<file path="src/design/dts_pkg.sv">
// ----------------------------------------------------------------------------
// dts_pkg: shared types and constants of the delimiter token splitter
// Holds the register map and the delimiter setup that the register block
// hands to the datapath.
// ----------------------------------------------------------------------------
package dts_pkg;

    // Register map: the register index is bit 2 of the byte address.
    localparam int  ADDR_W            = 3;
    localparam int  DATA_W            = 32;
    localparam logic REG_DELIM_BYTES  = 1'b0;
    localparam logic REG_DELIM_LENGTH = 1'b1;

    // Values after reset: CR LF, two bytes.
    localparam logic [31:0] DELIM_BYTES_RST  = 32'h0000_0A0D;
    localparam logic [2:0]  DELIM_LENGTH_RST = 3'd2;

    // Widest value of an output offset or length field.
    localparam logic [31:0] FIELD16_MAX = 32'h0000_FFFF;

    // Delimiter setup seen by the datapath.
    typedef struct packed {
        logic [31:0] bytes;   // first delimiter byte in bits 7:0
        logic [2:0]  length;  // effective length, always 1 to the cap
    } dlm_cfg_t;

endpackage

</file>
<file path="src/design/delimiter_token_splitter.sv">
// ----------------------------------------------------------------------------
// delimiter_token_splitter: splits a byte stream into delimited tokens
// One byte per transfer in, one token descriptor per delimiter match or
// buffer end out.
// ----------------------------------------------------------------------------
// The block takes one byte per clock cycle and gives each result in the cycle
// after the byte that causes it. The window compare, the offset counters and
// the output register all update in the same cycle, so a byte can be
// taken in every cycle for as long as the result side keeps m_tready high;
// while a result waits, the input is held off. A token result carries its
// start offset and length; the last token of a buffer has m_tlast set, and
// m_tuser flags a buffer that ran past MAX_BYTES bytes, with offsets and
// lengths saturated at 65535. The delimiter is set through the APB port at
// byte address 0 (bytes, first in bits 7:0) and 4 (length, 1 to 4); the user
// must set it only while no buffer is in progress, as the block does not enforce it.
module delimiter_token_splitter #(
    parameter int MAX_BYTES = 65536,
    parameter int DELIM_MAX = 4
) (
    input  logic                       aclk,
    input  logic                       aresetn,
    // Input bytes.
    input  logic                       s_tvalid,
    output logic                       s_tready,
    input  logic [7:0]                 s_tdata,   // [7:0] data_byte
    input  logic                       s_tlast,   // final_byte
    // Token results.
    output logic                       m_tvalid,
    input  logic                       m_tready,
    output logic [31:0]                m_tdata,   // [15:0] token_start, [31:16] token_length
    output logic                       m_tlast,   // end_of_buffer
    output logic                       m_tuser,   // [0] too_long
    // Configuration.
    input  logic                       psel,
    input  logic                       penable,
    input  logic                       pwrite,
    input  logic [dts_pkg::ADDR_W-1:0] paddr,
    input  logic [dts_pkg::DATA_W-1:0] pwdata,
    output logic [dts_pkg::DATA_W-1:0] prdata,
    output logic                       pready
);

    localparam int           PW    = $clog2(MAX_BYTES + 1);
    localparam logic [PW-1:0] MAX_P = PW'(MAX_BYTES);

    dts_pkg::dlm_cfg_t cfg;

    logic [31:0]   recent_reg;
    logic [PW-1:0] pos_reg;
    logic [PW-1:0] tbegin_reg;
    logic          ovf_reg;

    logic          m_valid_reg;
    logic [15:0]   start_reg;
    logic [15:0]   length_reg;
    logic          eob_reg;
    logic          long_reg;

    logic          s_accept;
    logic [31:0]   recent_next;
    logic [3:0]    hit;
    logic [1:0]    len_idx;
    logic [PW:0]   span;
    logic [PW:0]   len_w;
    logic          match;
    logic          emit;
    logic          ovf_next;
    logic [PW:0]   pos_inc;
    logic [PW-1:0] tbegin_next;
    logic [PW:0]   tok_len;

    // Clamp a count to the 16-bit output field.
    function automatic logic [15:0] sat16(input logic [PW:0] v);
        if (32'(v) > dts_pkg::FIELD16_MAX) begin
            return 16'hFFFF;
        end
        return 16'(v);
    endfunction

    dts_cfg #(
        .DELIM_MAX (DELIM_MAX)
    ) u_cfg (
        .aclk    (aclk),
        .aresetn (aresetn),
        .psel    (psel),
        .penable (penable),
        .pwrite  (pwrite),
        .paddr   (paddr),
        .pwdata  (pwdata),
        .prdata  (prdata),
        .pready  (pready),
        .cfg     (cfg)
    );

    // A byte can enter when the output register is empty or being emptied.
    assign s_tready = !m_valid_reg || m_tready;
    assign s_accept = s_tvalid && s_tready;

    // Shift the new byte into the top of the window.
    assign recent_next = {s_tdata, recent_reg[31:8]};

    // Compare the newest L window bytes with the delimiter, for each L.
    always_comb begin
        for (int l = 1; l <= 4; l++) begin
            hit[l-1] = 1'b1;
            for (int j = 0; j < l; j++) begin
                if (recent_next[8*(4-l+j) +: 8] != cfg.bytes[8*j +: 8]) begin
                    hit[l-1] = 1'b0;
                end
            end
        end
    end

    // Token bookkeeping: a match must lie wholly inside the current token.
    always_comb begin
        len_idx     = 2'(cfg.length - 3'd1);
        len_w       = (PW+1)'(cfg.length);
        pos_inc     = {1'b0, pos_reg} + 1'b1;
        span        = pos_inc - {1'b0, tbegin_reg};
        match       = (span >= len_w) && hit[len_idx];
        emit        = match || s_tlast;
        ovf_next    = ovf_reg || (pos_reg >= MAX_P);
        tok_len     = match ? (span - len_w) : span;
        if (pos_inc > {1'b0, MAX_P}) begin
            tbegin_next = MAX_P;
        end else begin
            tbegin_next = pos_inc[PW-1:0];
        end
    end

    // Stream state; the final byte returns it to the start of a buffer.
    always_ff @(posedge aclk) begin
        if (!aresetn) begin
            recent_reg <= '0;
            pos_reg    <= '0;
            tbegin_reg <= '0;
            ovf_reg    <= 1'b0;
        end else if (s_accept) begin
            if (s_tlast) begin
                recent_reg <= '0;
                pos_reg    <= '0;
                tbegin_reg <= '0;
                ovf_reg    <= 1'b0;
            end else begin
                recent_reg <= recent_next;
                ovf_reg    <= ovf_next;
                if (pos_reg < MAX_P) begin
                    pos_reg <= pos_inc[PW-1:0];
                end
                if (match) begin
                    tbegin_reg <= tbegin_next;
                end
            end
        end
    end

    // Output register valid flag.
    always_ff @(posedge aclk) begin
        if (!aresetn) begin
            m_valid_reg <= 1'b0;
        end else if (s_accept) begin
            m_valid_reg <= emit;
        end else if (m_tready) begin
            m_valid_reg <= 1'b0;
        end
    end

    // Output register payload.
    always_ff @(posedge aclk) begin
        if (s_accept && emit) begin
            start_reg  <= sat16({1'b0, tbegin_reg});
            length_reg <= sat16(tok_len);
            eob_reg    <= s_tlast;
            long_reg   <= ovf_next;
        end
    end

    assign m_tvalid = m_valid_reg;
    assign m_tdata  = {length_reg, start_reg};
    assign m_tlast  = eob_reg;
    assign m_tuser  = long_reg;

    // The final byte always yields a closing token in the next cycle.
    a_last_emits: assert property (@(posedge aclk) disable iff (!aresetn)
        s_accept && s_tlast |=> m_tvalid && m_tlast)
        else $error("final byte did not produce an end-of-buffer token");

    // The final byte returns the stream state to the start of a buffer.
    a_last_clears: assert property (@(posedge aclk) disable iff (!aresetn)
        s_accept && s_tlast |=> pos_reg == '0 && tbegin_reg == '0 && !ovf_reg)
        else $error("stream state not cleared after final byte");

    // The current token never starts past the incoming byte.
    a_begin_order: assert property (@(posedge aclk) disable iff (!aresetn)
        tbegin_reg <= pos_reg)
        else $error("token start ahead of byte position");

endmodule

</file>
<file path="src/design/dts_cfg.sv">
// ----------------------------------------------------------------------------
// dts_cfg: configuration registers of the delimiter token splitter
// APB-style register file for the delimiter bytes and length, with the
// length clamped to the range that the window supports.
// ----------------------------------------------------------------------------
module dts_cfg #(
    parameter int DELIM_MAX = 4
) (
    input  logic                       aclk,
    input  logic                       aresetn,
    input  logic                       psel,
    input  logic                       penable,
    input  logic                       pwrite,
    input  logic [dts_pkg::ADDR_W-1:0] paddr,
    input  logic [dts_pkg::DATA_W-1:0] pwdata,
    output logic [dts_pkg::DATA_W-1:0] prdata,
    output logic                       pready,
    output dts_pkg::dlm_cfg_t          cfg
);

    // The window holds four bytes, so the cap never exceeds four.
    localparam int          CAP   = (DELIM_MAX < 4) ? DELIM_MAX : 4;
    localparam logic [2:0]  CAP_L = 3'(CAP);

    logic [31:0] delim_bytes_reg;
    logic [2:0]  delim_length_reg;
    logic        wr_en;
    logic        reg_idx;

    assign pready  = 1'b1;
    assign reg_idx = paddr[2];
    assign wr_en   = psel && penable && pwrite && pready;

    // Register writes at the access phase of a transfer.
    always_ff @(posedge aclk) begin
        if (!aresetn) begin
            delim_bytes_reg  <= dts_pkg::DELIM_BYTES_RST;
            delim_length_reg <= dts_pkg::DELIM_LENGTH_RST;
        end else if (wr_en) begin
            unique case (reg_idx)
                dts_pkg::REG_DELIM_BYTES:  delim_bytes_reg  <= pwdata;
                dts_pkg::REG_DELIM_LENGTH: delim_length_reg <= pwdata[2:0];
                default: ;
            endcase
        end
    end

    // Read back the stored values.
    always_comb begin
        unique case (reg_idx)
            dts_pkg::REG_DELIM_BYTES:  prdata = delim_bytes_reg;
            dts_pkg::REG_DELIM_LENGTH: prdata = {29'd0, delim_length_reg};
            default:                   prdata = '0;
        endcase
    end

    // A length of zero acts as one; anything past the cap is cut to it.
    always_comb begin
        cfg.bytes = delim_bytes_reg;
        if (delim_length_reg == 3'd0) begin
            cfg.length = 3'd1;
        end else if (delim_length_reg > CAP_L) begin
            cfg.length = CAP_L;
        end else begin
            cfg.length = delim_length_reg;
        end
    end

endmodule

</file>
<file path="config.mk">
export PLATFORM = sky130hd
export DESIGN_NAME = delimiter_token_splitter
export DESIGN_NICKNAME = d
export VERILOG_FILES = /design/src/design/dts_pkg.sv /design/src/design/delimiter_token_splitter.sv /design/src/design/dts_cfg.sv
export SDC_FILE = /design/constraint.sdc
export NUM_CORES = 1
export LEC_CHECK = 0
export BUFFER_PORTS_ARGS = -buffer_cell sky130_fd_sc_hd__buf_2
export CAP_MARGIN = 5
export CORE_MARGIN = 1
export CORE_UTILIZATION = 46
export DETAILED_ROUTE_END_ITERATION = 10
export PLACE_DENSITY = 0.68
export SYNTH_ARGS = -nofsm -noshare
export SYNTH_HDL_FRONTEND = slang
export SYNTH_SLANG_ARGS = --single-unit
</file>
<file path="constraint.sdc">
create_clock -name aclk -period 6.7 [get_ports aclk]
set_input_delay 0 -clock aclk [delete_from_list [all_inputs] [get_ports aclk]]
set_output_delay 0 -clock aclk [all_outputs]
set_load 0.02 [all_outputs]
</file>
[After elaboration in Yosys (flattened, before gate mapping)]
Index checks and enable logic that the tools add are counted.
Storage, ports and cells
  bits in registers: 137
  output and inout bits: 69
Operators by class
  add/subtract/negate cells: 4
  magnitude comparators: 8
  equality and inequality tests: 10
  multiplexer cells: 33
  bitwise operators: 1
  reduce and logical (&&, ||, !) cells: 17
Operators with widths (count)
  $mux 17: 5
  $ne 8x8->1: 10
  $mux 16: 4
  $pmux 32 s2: 1
  $mux 32: 1
  $add 17x1->18 const B: 1
  $ge 18x3->1: 1
  $gt 18x16->1 const B: 1
  $gt 18x17->1 const B: 1
  $mux 1: 18
  $mux 18: 1
  $sub 18x17->18: 1
  $sub 18x3->18: 1
  $ge 17x17->1 const B: 1
  $gt 17x16->1 const B: 1
  $lt 17x17->1 const B: 1
  $reduce_and 2->1: 4
  $mux 3: 2
  $reduce_bool 2->1: 3
  $logic_and 1x1->1: 5
  $gt 3x3->1 const B: 1
  $logic_not 3->1: 1
  $logic_or 1x1->1: 3
  $lt 2x3->1 const B: 1
  4 further kinds: 4

[Longest topological paths before layout]
Gate-level depths: netlist of run 1.
  depth in word-level cells: 13
  depth in mapped cells: 21

[Cells and area by module]
A second synthesis of run 1 with hierarchy kept.
Unflattened totals
  cells, all modules: 949
  area, all modules: 8184.1 um^2
Modules (own cells, without submodules)
  delimiter_token_splitter: times used 1, cells an instance 753, area an instance 6458.7 um^2, sequential area each 2222.1 um^2
  dts_cfg: times used 1, cells an instance 196, area an instance 1725.4 um^2, sequential area each 700.7 um^2

[Worst setup path before layout of run 1]
OpenSTA, ideal clock, no wires.
  kind: register to register
  from: register pos_reg[0]
  to: register tbegin_reg[1]
  library setup time: 0.087 ns
  data arrival time: 4.411 ns
  required time: 6.613 ns
  slack: 2.202 ns
  cell stages (with the launch flop): 21
  path buffers: 2
  cell sequence: dfxtp_1 ha_1 nand3_1 nor2_1 nand3_1 xnor2_1 ha_1 a21oi_1 o21ai_0 a21bo_2 or3_1 a221o_1 nor4_4 and3_1 buf_4 a21oi_4 o21ai_4 inv_4 buf_6 nand3b_1 o31ai_1
Between the ends
  longest elaborated chain between the ends: 6
RTL lines
  start: declaration: RTL line delimiter_token_splitter.sv:49  | logic [PW-1:0] pos_reg;
  start signal: assignment: RTL line delimiter_token_splitter.sv:148  | pos_reg <= pos_inc[PW-1:0];
  $add 17x1->18 *: RTL line delimiter_token_splitter.sv:118  | pos_inc = {1'b0, pos_reg} + 1'b1;
  $sub 18x17->18: RTL line delimiter_token_splitter.sv:119  | span = pos_inc - {1'b0, tbegin_reg};
  $ge 18x3->1: RTL line delimiter_token_splitter.sv:120  | match = (span >= len_w) && hit[len_idx];
  $logic_and 1x1->1: RTL line delimiter_token_splitter.sv:120
  $reduce_bool 2->1 (no line)
  $reduce_and 2->1 (no line)
  end signal: assignment: RTL line delimiter_token_splitter.sv:151  | tbegin_reg <= tbegin_next;
  end: declaration: RTL line delimiter_token_splitter.sv:50  | logic [PW-1:0] tbegin_reg;
Mark *: on every way between the ends. The rest lies on a longest branch, timed or not. The select of a mux whose other input is x is not followed.
A chain may end at the register's enable or synchronous reset.

[Final worst setup path of run 1]
  from: register pos_reg[0]
  to: register tbegin_reg[15]
The elaborated chain is that of the path after synthesis.

==> results of run 1 <==
[through the flow]
stage / cell area, um^2 / util [%] / instances / hold slack, ns / setup WS, ns
floorplan: 7960 / - / 957 / 0.0989 / 2.20
global placement: 8590 / 51.2 / 1232 / 0.215 / 1.17
detailed placement: 8590 / 51.2 / 1232 / 0.222 / 1.13
CTS: 9660 / 57.7 / 1306 / 0.0110 / 1.09
global route: 9660 / 57.7 / 1306 / 0.0584 / 0.551
finish: 9660 / 57.7 / 1306 / 0.0335 / 1.03
[cells by family (layout without fill, tap and decap cells)]
| logic type | count (synthesis) | count (layout) |
|---|---|---|
| mux | 11 | 11 |
| simple gates | 398 | 398 |
| xor+xnor | 109 | 109 |
| compound gates | 180 | 180 |
| fa+ha+maj | 24 | 24 |
| buf+inv | 105 | 234 |
| flops | 129 | 129 |
| other cells | 1 | 1 |
[worst max-delay path by stage]
stage,depth (start not counted),end,from
floorplan,20,tbegin_reg[1]$_SDFFE_PN0P_,pos_reg[0]$_SDFFE_PN0P_
global placement,18,tbegin_reg[12]$_SDFFE_PN0P_,pos_reg[0]$_SDFFE_PN0P_
detailed placement,18,tbegin_reg[3]$_SDFFE_PN0P_,pos_reg[0]$_SDFFE_PN0P_
CTS,18,tbegin_reg[15]$_SDFFE_PN0P_,pos_reg[0]$_SDFFE_PN0P_
global route,18,tbegin_reg[11]$_SDFFE_PN0P_,pos_reg[0]$_SDFFE_PN0P_
finish,18,tbegin_reg[15]$_SDFFE_PN0P_,pos_reg[0]$_SDFFE_PN0P_
[layout by cell type (no fill, tap or decap), types with 6 or more instances in the layout]
cell type	count
a21boi_0	32
and2_1	8
xor2_1	49
dlygate4sd3_1	42
inv_1	38
nor2b_1	46
buf_2	116
dfxtp_1	95
o31ai_1	18
and4_1	6
or3_1	10
nor3_1	13
nand2_1	175
o211ai_1	6
nand3b_1	18
a21oi_1	44
nor4_1	11
or2_2	7
nand3_1	33
nor2_1	30
nand4_1	14
a22oi_1	8
and3_1	7
edfxtp_1	34
mux2_2	6
ha_1	22
clkbuf_16	19
xnor2_1	60
o21ai_0	28
[cell type report]
class	instances	share of cell area, %
clock inverter	12	1.71
tap	220	2.85
sequential	129	30.2
inverter	39	1.54
timing repair buffer	163	10.7
multi-input combinational	723	47.8
clock buffer	20	5.06
[worst register-to-register path, stage by stage (launching register included)]
cell and delay (ns):
dfxtp_1 0.47, ha_1 0.24, nand3_1 0.12, nor2_1 0.34, nand3_1 0.14, xnor2_1 0.39
ha_1 0.39, a21oi_1 0.20, o21ai_0 0.16, a21bo_2 0.27, or3_1 0.33, a221o_1 0.40
nor4_4 0.30, and3_1 0.40, a21oi_4 0.17, o21ai_4 0.52, inv_4 0.36, nand3b_1 0.27
o31ai_1 0.10
[per-layer routing]
metal | global-route usage [%] | vias up
met5 | 0 | -
li1 | - | 3525
met1 | 34.4 | 3319
met2 | 35.9 | 200
met3 | 5.06 | 15
met4 | 5.49 | 0
[power groups by stage]
stage / Clock, mW / Combinational, mW / Sequential, mW
final: 1.02 / 0.292 / 0.852
after global routing: 1.07 / 0.322 / 0.855
after CTS: 1.03 / 0.291 / 0.852
after detailed placement: 0 / 0.271 / 0.869
after global placement: 0 / 0.269 / 0.868
after floorplan: 0 / 0.191 / 0.877
==> results.sh, run 1 <==
export IMPL_hpwl_um=14700
export IMPL_worstPathMaxFanout=50
export IMPL_yosys_warnings=0
export IMPL_rsz0062_at_grt="no"
export IMPL_synthAdderAreaFrac_pct=3.96
export IMPL_port_buffers=116
export IMPL_maxCapViolCount=0
export IMPL_synth_area_top_cells="dfxtp_1 24%, edfxtp_1 13%, nand2_1 8.2%, xnor2_1 6.6%, xor2_1 5.4%"
export IMPL_p_seq_share_pct=39.4
export IMPL_first_pass_iters=5
export IMPL_synth_top_family_by_area="simple AND/OR/NAND/NOR gates"
export IMPL_wl_met3_um=1120
export IMPL_track_usage_pct=23.8
export IMPL_p_sw_share_pct=26.2
export IMPL_post_cts_repair_setup_buffers=0
export IMPL_avgSynthCellArea_um2=8.32
export IMPL_cp_required_ns=7.04
export IMPL_drive_gt1_share_pct=16.6
export IMPL_ctsHoldBuffers=42
export IMPL_cts_resized=0
export IMPL_ys_seq_elements=129
export IMPL_yosys_area_top_type="dfxtp_1"
export IMPL_synth_xor_area_share_pct=12.0
export IMPL_synth_compound_area_share_pct=15.4
export IMPL_cts_buffer_depth=2
export IMPL_numCtsBuffers=17
export IMPL_hold_class="input pin to register"
export IMPL_wirelength_um=20600
export IMPL_grt_max_degree=72
export IMPL_n_fill_cell=1503
export IMPL_synthToLayoutAreaGrowth_pct=21.4
export IMPL_reg2reg_to="tbegin_reg[15]$_SDFFE_PN0P_"
export IMPL_syn_area_um2=7960
export IMPL_clkPwrFrac_pct=47.0
export IMPL_r2r_start="pos_reg[0]$_SDFFE_PN0P_"
export IMPL_p_int_mw=1.59
export IMPL_switchingPower_uw=566
export IMPL_top_layer="met4"
export IMPL_multi_input_area_um2=4620
export IMPL_fp_row_count=47
export IMPL_yosysMostFrequentCell="nand2_1"
export IMPL_nNetsFinal=1148
export IMPL_drc=0
export IMPL_synth_edff_count=34
export IMPL_end_kind="register"
export IMPL_cts_htree_levels=4
export IMPL_antenna_found_initial=0
export IMPL_period_share_pct=84.7
export IMPL_gp_congestion=0.899
export IMPL_drt_iter0_drc=521
export IMPL_power_density_nw_per_um2=224
export IMPL_pin_count=120
export IMPL_min_from="penable"
export IMPL_clkLatencyLatePin_ns=0.43
export IMPL_start_util_pct=47.5
export IMPL_yosysSeqAreaShare_pct=36.7
export IMPL_core_area_um2=16800
export IMPL_cts_tree="yes"
export IMPL_dr_wl_met2_um=9150
export IMPL_worst_slew_pin_slew_ns=1.02
export IMPL_numClockSinks=129
export IMPL_maxSlewViolCount=0
export IMPL_die_area_um2=17800
export IMPL_clk_pin_slew_ns=0.06
export IMPL_synthArstFlopShare_pct=0
export IMPL_grt_pass1_vias=6439
export IMPL_relSlewSlack_pct=32.0
export IMPL_synth_top_area_share_pct=23.9
export IMPL_whs_path_depth=5
export IMPL_synth_area_mux_share_pct=1.48
export IMPL_regArea_um2=2920
export IMPL_ff2ff_path_depth=18
export IMPL_p_leak_nw=3.99
export IMPL_report_power_total_mw=2.16
export IMPL_m1WireLength_um=10100
export IMPL_combPwrFrac_pct=13.5
export IMPL_setup_viol=0
export IMPL_ys_flop_type="dfxtp_1"
export IMPL_cp_start_kind="register"
export IMPL_grt_overflow=0
export IMPL_slowest_delay_ns=0.52
export IMPL_routed_via_density=5.41
export IMPL_crit_slowest_cell="o21ai_4"
export IMPL_max_freq_mhz=176
export IMPL_status="completed"
export IMPL_r2r_slack_ns=1.03
export IMPL_critical_path_class="register to register"
export IMPL_period_minus_slack_ns=5.67
export IMPL_vdd_drop_max_uv=169
export IMPL_cp_cell_sequence="ha_1 -> nand3_1 -> nor2_1 -> nand3_1 -> xnor2_1 -> ha_1 -> a21oi_1 -> o21ai_0 -> a21bo_2 -> or3_1 -> a221o_1 -> nor4_4 -> and3_1 -> a21oi_4 -> o21ai_4 -> inv_4 -> nand3b_1 -> o31ai_1"
export IMPL_clockRootBuffer="clkbuf_16"
export IMPL_die_x_um=134
export IMPL_synthDistinctLibCells=69
export IMPL_worstPathArrival_ns=6.01
export IMPL_largest_register_ffs=32
export IMPL_skew_ns=0.00996
export IMPL_grt_pass1_wl_um=33600
export IMPL_antenna_cells=0
export IMPL_path_buf_inv=1
export IMPL_tns_ns=0
export IMPL_wl_per_cell_um=15.8
export IMPL_hold_path_end="u_cfg.delim_bytes_reg[1]$_SDFFE_PN0P_"
export IMPL_syn_nets=1032
export IMPL_num_vias=7059
export IMPL_ys_top_cells_by_count="175 x nand2_1, 95 x dfxtp_1, 60 x xnor2_1, 55 x clkbuf_1, 49 x xor2_1"
export IMPL_synth_cells=957
export IMPL_ant_nets=0
export IMPL_synth_simple_gate_area_share_pct=25.2
export IMPL_critPathTopFamily="simple AND/OR/NAND/NOR gates"
export IMPL_final_hold_viol_count=0
export IMPL_die_h_um=134
Note: power is estimated with default switching activity, not from simulation.
==> run 2: changes to the inputs <==
- clock period: 6.7 -> 5.5 ns (I/O delays scaled with it)
==> run 2 against run 1 <==
Non-clock buffer count is 8 higher. Global-route usage about the same. Sequential power increased by 22%. Critical path depth down 1. Wire length up 1.7%. Sequential share of layout area about the same. Die area unchanged. Critical endpoint is now length_reg[7]$_SDFFCE_PN1P_. Highest routed layer unchanged.
==> results.sh, run 2 (synthesized netlist as in run 1, its figures left out) <==
export IMPL_status="completed"
export IMPL_setup_viol=0
export IMPL_r2r_start="pos_reg[0]$_SDFFE_PN0P_"
export IMPL_largest_register_ffs=32
export IMPL_die_x_um=134
export IMPL_crit_slowest_cell="dfxtp_1"
export IMPL_tns_ns=0
export IMPL_numClockSinks=129
export IMPL_ff2ff_path_depth=17
export IMPL_wirelength_um=21000
export IMPL_start_util_pct=47.5
export IMPL_clk_pin_slew_ns=0.06
export IMPL_port_buffers=116
export IMPL_multi_input_area_um2=4630
export IMPL_period_minus_slack_ns=5.08
export IMPL_numCtsBuffers=17
export IMPL_cp_required_ns=5.68
export IMPL_min_from="penable"
export IMPL_pin_count=120
export IMPL_maxCapViolCount=0
export IMPL_worstPathArrival_ns=5.26
export IMPL_maxSlewViolCount=0
export IMPL_first_pass_iters=6
export IMPL_reg2reg_to="length_reg[7]$_SDFFCE_PN1P_"
export IMPL_drc=0
export IMPL_drive_gt1_share_pct=17.3
export IMPL_wl_per_cell_um=16.0
export IMPL_track_usage_pct=23.8
export IMPL_hold_class="input pin to register"
export IMPL_skew_ns=0.0124
export IMPL_p_leak_nw=4.01
export IMPL_slowest_delay_ns=0.47
export IMPL_die_h_um=134
export IMPL_max_freq_mhz=197
export IMPL_worstPathMaxFanout=29
export IMPL_rsz0062_at_grt="no"
export IMPL_hpwl_um=15100
export IMPL_cts_htree_levels=4
export IMPL_final_common_cell="nand2_1"
export IMPL_relSlewSlack_pct=34.2
export IMPL_layout_common_cells="175 x nand2_1, 116 x buf_2, 95 x dfxtp_1"
export IMPL_cp_cell_sequence="ha_1 -> nand3_1 -> nor2_1 -> xnor2_1 -> inv_1 -> ha_1 -> a21oi_1 -> o21ai_0 -> a21bo_2 -> or3_1 -> a221o_1 -> nor4_4 -> and3_1 -> a21oi_4 -> o21ai_4 -> inv_4 -> buf_12"
export IMPL_num_vias=7133
export IMPL_period_share_pct=92.3
export IMPL_worst_slew_pin_slew_ns=0.984
export IMPL_die_area_um2=17800
export IMPL_cts_buffer_depth=2
export IMPL_whs_path_depth=5
export IMPL_cts_tree="yes"
export IMPL_grt_max_degree=72
export IMPL_grt_overflow=0
export IMPL_critical_path_class="register to register"
export IMPL_clkLatencyLatePin_ns=0.42
export IMPL_power_density_nw_per_um2=260
export IMPL_clockRootBuffer="clkbuf_16"
export IMPL_core_area_um2=16800
export IMPL_fp_row_count=47
export IMPL_ant_nets=0
export IMPL_grt_pass1_vias=6413
export IMPL_end_kind="register"
export IMPL_nNetsFinal=1156
export IMPL_antenna_cells=0
export IMPL_r2r_slack_ns=0.42
export IMPL_critPathMostFrequentCell="ha_1"
export IMPL_report_power_total_mw=2.52
export IMPL_final_hold_viol_count=0
export IMPL_cp_start_kind="register"
export IMPL_gp_congestion=0.900
export IMPL_synthToLayoutAreaGrowth_pct=21.4
export IMPL_drt_iter0_drc=544
export IMPL_grt_pass1_wl_um=33500
export IMPL_n_fill_cell=1498
export IMPL_hold_path_end="u_cfg.delim_bytes_reg[30]$_SDFFE_PN0P_"
export IMPL_routed_via_density=5.43
export IMPL_regArea_um2=2920
export IMPL_antenna_found_initial=0
export IMPL_vdd_drop_max_uv=236
-- run 2: worst max-delay path by stage --
stage | from | depth (start not counted) | end
finish | pos_reg[0]$_SDFFE_PN0P_ | 17 | length_reg[7]$_SDFFCE_PN1P_
global route | pos_reg[0]$_SDFFE_PN0P_ | 17 | length_reg[7]$_SDFFCE_PN1P_
CTS | pos_reg[0]$_SDFFE_PN0P_ | 16 | length_reg[13]$_SDFFCE_PN1P_
detailed placement | pos_reg[0]$_SDFFE_PN0P_ | 16 | length_reg[13]$_SDFFCE_PN1P_
global placement | pos_reg[0]$_SDFFE_PN0P_ | 16 | length_reg[13]$_SDFFCE_PN1P_
floorplan | pos_reg[0]$_SDFFE_PN0P_ | 20 | tbegin_reg[1]$_SDFFE_PN0P_
-- run 2: critical path, delay by kind of cell (launching register included) --
family / cells / cell delay, ns
AOI/OAI and AO/OA: 6 / 1.56
xor gates and xnor gates: 1 / 0.23
adders and majority gates: 2 / 0.60
buffers and inverters: 3 / 0.44
DFF: 1 / 0.47
and+or+nand+nor: 5 / 1.51
-- run 2: layer usage --
| metal | vias to the layer above | global-route usage (%) | wire (um) |
|---|---|---|---|
| li1 | 3541 | - | - |
| met1 | 3320 | 33.5 | 10100 |
| met2 | 242 | 36.5 | 9300 |
| met3 | 30 | 4.11 | 1220 |
| met4 | 0 | 8.27 | 393 |
| met5 | - | 0 | 0 |
-- run 2: final cells by class --
cell class	instances	area share, %
timing repair buffer	171	11.5
tap	220	2.85
clock buffer	19	4.80
inverter	39	1.54
multi-input combinational	723	47.9
sequential	129	30.2
clock inverter	13	1.24
-- run 2: where the power goes --
part	internal (mW)	switching [mW]	leakage (nW)
registers	1.01	0.0264	1.09
logic	0.150	0.215	2.62
clock network	0.666	0.449	0.290
-- run 2: repair_timing --
item | in CTS | in global routing
buffers inserted | 0 | 0
resized for setup | 0 | 2
hold buffers | 42 | 0
endpoints found under the hold margin | 45 | 0
endpoints found under the setup margin | 0 | 3
-- run 2: metrics by stage --
stage | setup slack (ns) | utilization (%) | area [um^2] | hold slack (ns) | cells
finish | 0.422 | 57.7 | 9670 | 0.0570 | 1314
global route | 0.0500 | 57.7 | 9670 | 0.0798 | 1314
CTS | 0.372 | 57.7 | 9670 | 0.0105 | 1314
detailed placement | 0.402 | 51.7 | 8660 | 0.219 | 1240
global placement | 0.476 | 51.7 | 8660 | 0.215 | 1240
floorplan | 1.00 | - | 7960 | 0.0989 | 957
